===== src/hw/rtl/moving_average_neighbour_alert_assert.svh =====
// Assertion macros shared by the moving average neighbour alert RTL.
`ifndef MOVING_AVERAGE_NEIGHBOUR_ALERT_ASSERT_SVH
`define MOVING_AVERAGE_NEIGHBOUR_ALERT_ASSERT_SVH

// Same-cycle implication, disabled while reset is asserted.
`define MANA_ASSERT_IMP(lbl, clk, rst_n, ante, cons) \
    lbl: assert property (@(posedge clk) disable iff (!rst_n) (ante) |-> (cons)) \
        else $error("assertion failed");

// Next-cycle implication, disabled while reset is asserted.
`define MANA_ASSERT_NXT(lbl, clk, rst_n, ante, cons) \
    lbl: assert property (@(posedge clk) disable iff (!rst_n) (ante) |=> (cons)) \
        else $error("assertion failed");

`endif


===== src/hw/rtl/mana_pkg.sv =====
// Types and constants of the moving average neighbour alert block.
package mana_pkg;

    localparam int SAMPLE_W    = 16;
    localparam int THRESHOLD_W = 16;
    localparam int BAND_W      = 12;
    localparam int MIN_W       = 3;
    localparam int COUNT_W     = 3;
    localparam int INDEX_W     = 32;
    localparam int CFG_DATA_W  = 16;
    localparam int CFG_IDX_W   = 2;
    localparam int NBR_N       = 4;

    typedef logic [CFG_IDX_W-1:0] t_cfg_idx;

    localparam t_cfg_idx CFG_THRESHOLD   = 2'd0;
    localparam t_cfg_idx CFG_BAND        = 2'd1;
    localparam t_cfg_idx CFG_MIN_MATCHES = 2'd2;

    localparam logic [THRESHOLD_W-1:0] THRESHOLD_RST   = 16'd6000;
    localparam logic [BAND_W-1:0]      BAND_RST        = 12'd300;
    localparam logic [MIN_W-1:0]       MIN_MATCHES_RST = 3'd2;

    typedef struct packed {
        logic [SAMPLE_W-1:0] sample;
        logic [SAMPLE_W-1:0] nbr_avg_top;
        logic [SAMPLE_W-1:0] nbr_avg_bottom;
        logic [SAMPLE_W-1:0] nbr_avg_left;
        logic [SAMPLE_W-1:0] nbr_avg_right;
        logic [NBR_N-1:0]    nbr_valid;
    } t_in_req;

    typedef struct packed {
        logic [SAMPLE_W-1:0] average;
        logic                above_threshold;
        logic [COUNT_W-1:0]  match_count;
        logic                alert;
        logic [INDEX_W-1:0]  item_index;
    } t_out_rsp;

    typedef struct packed {
        logic               above;
        logic [COUNT_W-1:0] count;
        logic               alert;
    } t_nbr_result;

    typedef enum logic [2:0] {
        ST_IDLE,
        ST_READ,
        ST_UPDATE,
        ST_DIV,
        ST_FINISH
    } t_state;

endpackage


===== src/hw/rtl/mana_div.sv =====
// Bit-serial restoring divider producing one quotient bit per cycle.
module mana_div #(
    parameter int DIVIDEND_W = 23,
    parameter int DIVISOR_W  = 8
) (
    input  logic                  i_clk,
    input  logic                  i_rst_n,
    input  logic                  i_start,
    input  logic [DIVIDEND_W-1:0] i_dividend,
    input  logic [DIVISOR_W-1:0]  i_divisor,
    output logic                  o_done,
    output logic [DIVIDEND_W-1:0] o_quotient
);
    localparam int CNT_W = (DIVIDEND_W > 1) ? $clog2(DIVIDEND_W) : 1;

    logic                  r_busy;
    logic [CNT_W-1:0]      r_cnt;
    logic [DIVISOR_W-1:0]  r_rem;
    logic [DIVIDEND_W-1:0] r_quo;
    logic [DIVISOR_W-1:0]  r_dvs;

    logic [DIVISOR_W:0]    shifted;
    logic [DIVISOR_W+1:0]  diff;
    logic                  borrow;

    assign shifted = {r_rem, r_quo[DIVIDEND_W-1]};
    assign diff    = {1'b0, shifted} - {2'b00, r_dvs};
    assign borrow  = diff[DIVISOR_W+1];
    assign o_done  = r_busy && (r_cnt == CNT_W'(DIVIDEND_W - 1));
    assign o_quotient = r_quo;

    always_ff @(posedge i_clk) begin
        if (!i_rst_n) begin
            r_busy <= 1'b0;
            r_cnt  <= '0;
        end else if (i_start) begin
            r_busy <= 1'b1;
            r_cnt  <= '0;
        end else if (r_busy) begin
            if (o_done) begin
                r_busy <= 1'b0;
            end else begin
                r_cnt <= r_cnt + 1'b1;
            end
        end
    end

    always_ff @(posedge i_clk) begin
        if (i_start) begin
            r_rem <= '0;
            r_quo <= i_dividend;
            r_dvs <= i_divisor;
        end else if (r_busy) begin
            r_rem <= borrow ? shifted[DIVISOR_W-1:0] : diff[DIVISOR_W-1:0];
            r_quo <= {r_quo[DIVIDEND_W-2:0], ~borrow};
        end
    end

endmodule


===== src/hw/rtl/mana_nbr.sv =====
// Neighbour band check, match count and alert decision.
module mana_nbr (
    input  logic [mana_pkg::SAMPLE_W-1:0]    i_average,
    input  logic                             i_first,
    input  logic [mana_pkg::THRESHOLD_W-1:0] i_threshold,
    input  logic [mana_pkg::BAND_W-1:0]      i_band,
    input  logic [mana_pkg::MIN_W-1:0]       i_min_matches,
    input  mana_pkg::t_in_req                i_req,
    output mana_pkg::t_nbr_result            o_result
);
    import mana_pkg::*;

    logic [THRESHOLD_W:0]              lo_diff;
    logic                              lo_neg;
    logic [THRESHOLD_W:0]              hi;
    logic [NBR_N-1:0][SAMPLE_W-1:0]    avgs;
    logic [NBR_N-1:0]                  hit;
    logic                              above;
    logic [COUNT_W-1:0]                count;

    assign lo_diff = {1'b0, i_threshold} - (THRESHOLD_W + 1)'(i_band);
    assign lo_neg  = lo_diff[THRESHOLD_W];
    assign hi      = {1'b0, i_threshold} + (THRESHOLD_W + 1)'(i_band);
    assign avgs    = {i_req.nbr_avg_right, i_req.nbr_avg_left,
                      i_req.nbr_avg_bottom, i_req.nbr_avg_top};

    always_comb begin
        for (int k = 0; k < NBR_N; k++) begin
            hit[k] = i_req.nbr_valid[k]
                     && (lo_neg || (avgs[k] >= lo_diff[THRESHOLD_W-1:0]))
                     && ({1'b0, avgs[k]} <= hi);
        end
    end

    assign above = !i_first && (i_average > i_threshold);
    assign count = above ? COUNT_W'($countones(hit)) : '0;

    assign o_result.above = above;
    assign o_result.count = count;
    assign o_result.alert = (count >= i_min_matches);

endmodule


===== src/hw/rtl/moving_average_neighbour_alert.sv =====
// Boxcar moving average detector that counts neighbours near the threshold.
// A request is handled in steps: read the sample leaving the window from the ring
// memory, update the running sum, form sum / stored-sample count in the bit-serial
// divider, which gives SUM_W quotient bits with SUM_W = 16 + clog2(WINDOW), build
// the result and go back to idle. The result sits in an output register, so the
// next request is taken while a result still waits. There is no clearing pass
// after reset.
module moving_average_neighbour_alert #(
    parameter int WINDOW = 128
) (
    input  logic                            i_clk,
    input  logic                            i_rst_n,
    input  logic                            i_cfg_we,
    input  mana_pkg::t_cfg_idx              i_cfg_idx,
    input  logic [mana_pkg::CFG_DATA_W-1:0] i_cfg_data,
    input  logic                            i_in_valid,
    output logic                            o_in_ready,
    input  mana_pkg::t_in_req               i_in_req,
    output logic                            o_out_valid,
    input  logic                            i_out_ready,
    output mana_pkg::t_out_rsp              o_out_rsp
);
    import mana_pkg::*;

    `include "moving_average_neighbour_alert_assert.svh"

    localparam int PTR_W  = (WINDOW > 1) ? $clog2(WINDOW) : 1;
    localparam int FILL_W = $clog2(WINDOW + 1);
    localparam int SUM_W  = SAMPLE_W + $clog2(WINDOW);

    t_state                  r_state, n_state;
    logic [SUM_W-1:0]        r_sum, n_sum;
    logic [FILL_W-1:0]       r_fill, n_fill;
    logic [PTR_W-1:0]        r_wp, n_wp;
    logic [INDEX_W-1:0]      r_item_cnt;
    logic [THRESHOLD_W-1:0]  r_threshold;
    logic [BAND_W-1:0]       r_band;
    logic [MIN_W-1:0]        r_min_matches;
    logic                    r_out_valid;

    t_in_req                 r_req;
    logic                    r_first;
    logic [INDEX_W-1:0]      r_idx;
    t_out_rsp                r_out_rsp;
    logic [SAMPLE_W-1:0]     r_ring [WINDOW];
    logic [SAMPLE_W-1:0]     r_rd;

    logic                    full;
    logic                    ring_we;
    logic                    div_start;
    logic                    div_done;
    logic [SUM_W-1:0]        quotient;
    logic                    load_out;
    logic                    accept;
    t_nbr_result             nbr_res;

    assign full   = (r_fill == FILL_W'(WINDOW));
    assign accept = i_in_valid && o_in_ready;

    always_comb begin
        n_state    = r_state;
        n_sum      = r_sum;
        n_fill     = r_fill;
        n_wp       = r_wp;
        o_in_ready = 1'b0;
        ring_we    = 1'b0;
        div_start  = 1'b0;
        load_out   = 1'b0;
        unique case (r_state)
            ST_IDLE: begin
                o_in_ready = 1'b1;
                if (i_in_valid) begin
                    n_state = ST_READ;
                end
            end
            ST_READ: begin
                n_state = ST_UPDATE;
            end
            ST_UPDATE: begin
                ring_we   = 1'b1;
                div_start = 1'b1;
                if (full) begin
                    n_sum = r_sum - SUM_W'(r_rd) + SUM_W'(r_req.sample);
                end else begin
                    n_sum  = r_sum + SUM_W'(r_req.sample);
                    n_fill = r_fill + 1'b1;
                end
                n_wp    = (r_wp == PTR_W'(WINDOW - 1)) ? '0 : r_wp + 1'b1;
                n_state = ST_DIV;
            end
            ST_DIV: begin
                if (div_done) begin
                    n_state = ST_FINISH;
                end
            end
            ST_FINISH: begin
                if (!r_out_valid || i_out_ready) begin
                    load_out = 1'b1;
                    n_state  = ST_IDLE;
                end
            end
            default: begin
                n_state = ST_IDLE;
            end
        endcase
    end

    always_ff @(posedge i_clk) begin
        if (!i_rst_n) begin
            r_state       <= ST_IDLE;
            r_sum         <= '0;
            r_fill        <= '0;
            r_wp          <= '0;
            r_item_cnt    <= '0;
            r_threshold   <= THRESHOLD_RST;
            r_band        <= BAND_RST;
            r_min_matches <= MIN_MATCHES_RST;
            r_out_valid   <= 1'b0;
        end else begin
            r_state <= n_state;
            r_sum   <= n_sum;
            r_fill  <= n_fill;
            r_wp    <= n_wp;
            if (accept) begin
                r_item_cnt <= r_item_cnt + 1'b1;
            end
            if (i_cfg_we) begin
                unique case (i_cfg_idx)
                    CFG_THRESHOLD:   r_threshold   <= i_cfg_data[THRESHOLD_W-1:0];
                    CFG_BAND:        r_band        <= i_cfg_data[BAND_W-1:0];
                    CFG_MIN_MATCHES: r_min_matches <= i_cfg_data[MIN_W-1:0];
                    default: begin
                    end
                endcase
            end
            if (load_out) begin
                r_out_valid <= 1'b1;
            end else if (i_out_ready) begin
                r_out_valid <= 1'b0;
            end
        end
    end

    always_ff @(posedge i_clk) begin
        if (accept) begin
            r_req   <= i_in_req;
            r_first <= (r_fill == '0);
            r_idx   <= r_item_cnt;
        end
        if (load_out) begin
            r_out_rsp.average         <= quotient[SAMPLE_W-1:0];
            r_out_rsp.above_threshold <= nbr_res.above;
            r_out_rsp.match_count     <= nbr_res.count;
            r_out_rsp.alert           <= nbr_res.alert;
            r_out_rsp.item_index      <= r_idx;
        end
    end

    always_ff @(posedge i_clk) begin
        if (ring_we) begin
            r_ring[r_wp] <= r_req.sample;
        end
        r_rd <= r_ring[r_wp];
    end

    mana_div #(
        .DIVIDEND_W (SUM_W),
        .DIVISOR_W  (FILL_W)
    ) u_div (
        .i_clk      (i_clk),
        .i_rst_n    (i_rst_n),
        .i_start    (div_start),
        .i_dividend (n_sum),
        .i_divisor  (n_fill),
        .o_done     (div_done),
        .o_quotient (quotient)
    );

    mana_nbr u_nbr (
        .i_average     (quotient[SAMPLE_W-1:0]),
        .i_first       (r_first),
        .i_threshold   (r_threshold),
        .i_band        (r_band),
        .i_min_matches (r_min_matches),
        .i_req         (r_req),
        .o_result      (nbr_res)
    );

    assign o_out_valid = r_out_valid;
    assign o_out_rsp   = r_out_rsp;

    `MANA_ASSERT_NXT(a_accept_reads, i_clk, i_rst_n, accept, r_state == ST_READ)
    `MANA_ASSERT_IMP(a_fill_bound, i_clk, i_rst_n, 1'b1, r_fill <= FILL_W'(WINDOW))
    `MANA_ASSERT_IMP(a_done_in_div, i_clk, i_rst_n, div_done, r_state == ST_DIV)
    `MANA_ASSERT_IMP(a_out_from_finish, i_clk, i_rst_n, $rose(o_out_valid),
        $past(r_state == ST_FINISH))

endmodule


===== config.mk =====
export PLATFORM = sky130hd
export DESIGN_NAME = moving_average_neighbour_alert
export DESIGN_NICKNAME = d
export VERILOG_FILES = /design/src/hw/rtl/mana_pkg.sv /design/src/hw/rtl/mana_div.sv /design/src/hw/rtl/mana_nbr.sv /design/src/hw/rtl/moving_average_neighbour_alert.sv
export VERILOG_INCLUDE_DIRS = /design/src /design/src/hw/rtl
export SDC_FILE = /design/constraint.sdc
export NUM_CORES = 2
export LEC_CHECK = 0
export BUFFER_PORTS_ARGS = -buffer_cell sky130_fd_sc_hd__buf_4
export CAP_MARGIN = 0
export CELL_PAD_IN_SITES_DETAIL_PLACEMENT = 1
export CELL_PAD_IN_SITES_GLOBAL_PLACEMENT = 1
export CORE_MARGIN = 2
export CORE_UTILIZATION = 52
export CTS_CLUSTER_SIZE = 10
export DETAILED_ROUTE_END_ITERATION = 6
export PLACE_DENSITY_LB_ADDON = 0.1
export SYNTH_ARGS = -nofsm -noshare
export SYNTH_HDL_FRONTEND = slang
export SYNTH_SLANG_ARGS = --single-unit

===== constraint.sdc =====
create_clock -name i_clk -period 7.7 [get_ports i_clk]
set_input_delay 1.54 -clock i_clk [delete_from_list [all_inputs] [get_ports i_clk]]
set_output_delay 1.54 -clock i_clk [all_outputs]
set_load 0.02 [all_outputs]

==> impl_metrics.py <==
metrics = {
    "outcome": {
        "status": "complete, no violations",
    },
    "sta": {
        "slew_headroom_pct": 16.0,
        "setup_ws_ns": 1.22,
        "finalHoldViolations": 0,
        "setup_viol_count_final": 0,
        "period_share_pct": 84.1,
        "rsz0062_at_grt": "false",
        "max_freq_mhz": 154,
        "finClkSkew_ns": 0.0631,
        "min_period_ns": 6.48,
        "holdWs_ns": 0.403,
        "tightest_slew_ns": 1.25,
        "slew_viol_final": 0,
        "setup-tns-final_ns": 0,
    },
    "synth": {
        "synth_flop_cell": "edfxtp_1",
        "yosysTopAreaCell": "edfxtp_1",
        "synth_area_sq_mm": 0.0935,
        "synth.area.top_cells": "edfxtp_1, a22oi_1, ha_1, dfxtp_1, a22o_1",
        "ys_seq_elements": 2384,
        "syn_nets": 6164,
        "yosys_warnings": 0,
        "synth_most_common_cell": "edfxtp_1",
        "synth_edf_count": 2249,
        "synth_cells": 5812,
        "syn_area_per_cell_sq_um": 16.1,
        "synth.yosys.seq_area_share_pct": 75.1,
        "synth_top_area_share_pct": 72.2,
        "synth_common_cells": "edfxtp_1, a22oi_1, nor2_1",
        "synth_cell_types": 87,
        "ys_async_sr_fraction_pct": 0,
    },
    "clock_network": {
        "cts_tree": "done",
        "clock-sinks": 2384,
        "ctsHoldBuffers": 0,
        "clk_pin_slew_ns": 0.05,
        "clk_latency_ns": 0.94,
        "htreeDepth": 5,
        "cts_setup_buffers": 0,
        "clockRootBuffer": "clkbuf_16",
        "clockBufferDepth": 4,
        "cts_resized": 0,
        "numCtsBuffers": 292,
    },
    "cells_and_area": {
        "multiInputGateArea_sq_mm": 0.0214,
        "area.sequential_sq_mm": 0.0702,
        "finalNonFillerCells": 8638,
        "area_growth_pct": 13.8,
        "drive_gt1_share_pct": 12.7,
        "num-fill-cells": 16000,
        "final_core_util_pct": 59.6,
        "nNetsFinal": 6543,
        "design_area_sq_mm": 0.106,
    },
    "global_route": {
        "grt_pass1_vias": 59700,
        "grt_pass1_wl_microns": 429000,
        "antenna_found_initial": 15,
        "grt_max_degree": 131,
        "grt_usage_pct": 32.2,
        "grt_overflow": 0,
    },
    "setup_path": {
        "critPathTopFamily": "adder cells",
        "setup.worst_path.start": "r_threshold[0]",
        "crit_path_frequent_cell": "ha_1",
        "reg2reg_from": "r_threshold[0]",
        "cp.buffers_inverters": 1,
        "end_kind": "flip-flop",
        "criticalPathCategory": "flip-flop to flip-flop",
        "critical_path_required_ns": 8.32,
        "max_stage_delay_ns": 0.56,
        "startpoint_type": "flip-flop",
        "critPathSlowestCell": "fa_1",
        "worstPathMaxFanout": 4,
        "worst_ep_arrival_time_ns": 7.10,
    },
    "detailed_routing": {
        "drt_iter0_drc": 7044,
        "vias_per_cell": 6.74,
        "drc": 0,
        "wl_per_cell_microns": 34.6,
        "firstDrtPassIters": 7,
        "wirelength_microns": 299000,
        "drtAntennaViolNets": 0,
        "vias": 58300,
    },
    "die": {
        "die_w_microns": 428,
        "die-area_sq_mm": 0.183,
        "start_util_pct": 52.4,
        "num_io_pins": 162,
        "die_h_microns": 428,
        "core_sq_mm": 0.179,
        "rows": 155,
    },
    "hold_path": {
        "holdCritPathClass": "flip-flop to flip-flop",
        "hp-start": "r_idx[6]",
    },
    "placed_design": {
        "gp_congestion": 0.890,
        "pre_cts_slack_ns": 1.26,
        "dpl-instance-area_sq_mm": 0.0985,
        "io_buffer_count": 161,
        "placed_cells": 8252,
        "dpl.hpwl_microns": 179000,
    },
    "power_and_ir_drop": {
        "worst_ir_drop_vdd_mv": 0.203,
        "p_total_mw": 28.8,
        "leakagePower_nw": 34.5,
        "p_per_area_mw_per_mm2": 271,
    },
    "job": {
        "maxCapViolCount": 0,
    },
}
[report_power, final]
group / internal, mW / total [mW] / switching, mW
registers: 14.4 / 14.5 / 0.126
clock network: 7.02 / 11.9 / 4.91
logic: 0.780 / 2.34 / 1.56
[final timing paths]
path	end	slack, ns	cells after the start
max reg2reg	o_out_rsp[32]	1.22	25
min	o_out_rsp[6]	0.40	0
max	o_out_rsp[32]	1.22	25
min reg2reg	o_out_rsp[6]	0.40	0
[routing by layer]
metal,part of all wire (%),up-vias,track usage (%)
met1,39,30300,43.3
li1,-,24300,-
met2,47,3070,51.4
met5,0.025,-,0
met3,8.8,629,6.18
met4,4.8,12,14.5
[cells in the final DEF, fill, tap and decap left out, drive strengths merged, types with 10 or more instances in the layout]
| master | instances |
|---|---|
| clkbuf | 365 |
| a41oi | 43 |
| nor2 | 287 |
| inv | 156 |
| a21boi | 12 |
| fa | 21 |
| nor3 | 43 |
| nor2b | 31 |
| o21ai | 116 |
| xor2 | 40 |
| o21a | 43 |
| nand3 | 62 |
| mux2 | 13 |
| a21o | 38 |
| mux2i | 24 |
| dfxtp | 135 |
| a31oi | 117 |
| a22oi | 682 |
| nand4 | 110 |
| nand2 | 202 |
| o211ai | 40 |
| or3 | 16 |
| xnor2 | 57 |
| edfxtp | 2249 |
| and2 | 24 |
| a21oi | 148 |
| a211oi | 23 |
| nand2b | 22 |
| nor4 | 28 |
| a221oi | 160 |
| o31ai | 11 |
| or4 | 10 |
| and3 | 15 |
| a22o | 160 |
| ha | 224 |
| buf | 412 |
[registers in the layout, summed over array words and instances (netlist names), 3 cells and up]
signal            flops
u_div.r_cnt           5
r_item_cnt           32
r_ring             2048
r_band               12
r_idx                32
r_threshold          16
u_div.r_rem           8
r_sum                23
r_state               3
o_out_rsp            53
u_div.r_dvs           8
r_fill                8
r_req                84
r_rd                 16
r_min_matches         3
r_wp                  7
u_div.o_quotient     23
[layout make-up]
type,count,share of cell area [%]
sequential,2384,66.0
multi-input combinational,2950,20.1
clock buffer,365,7.31
timing repair buffer,412,3.16
tap,2355,2.77
inverter,151,0.535
clock inverter,14,0.118
antenna,7,0.0165
[cell families (layout without fill, tap and decap cells)]
| group | count (synthesis) | count (layout) | share of synthesized area [%] |
|---|---|---|---|
| flops | 2384 | 2384 | 75.1 |
| compound gates | 1679 | 1679 | 13.3 |
| fa+ha+maj | 249 | 249 | 3.49 |
| other cells | 0 | 7 | 0 |
| buf+inv | 478 | 942 | 2.12 |
| mux | 43 | 43 | 0.558 |
| simple gates | 882 | 882 | 4.56 |
| xor+xnor | 97 | 97 | 0.908 |
Note: power is estimated with default switching activity, not from simulation.
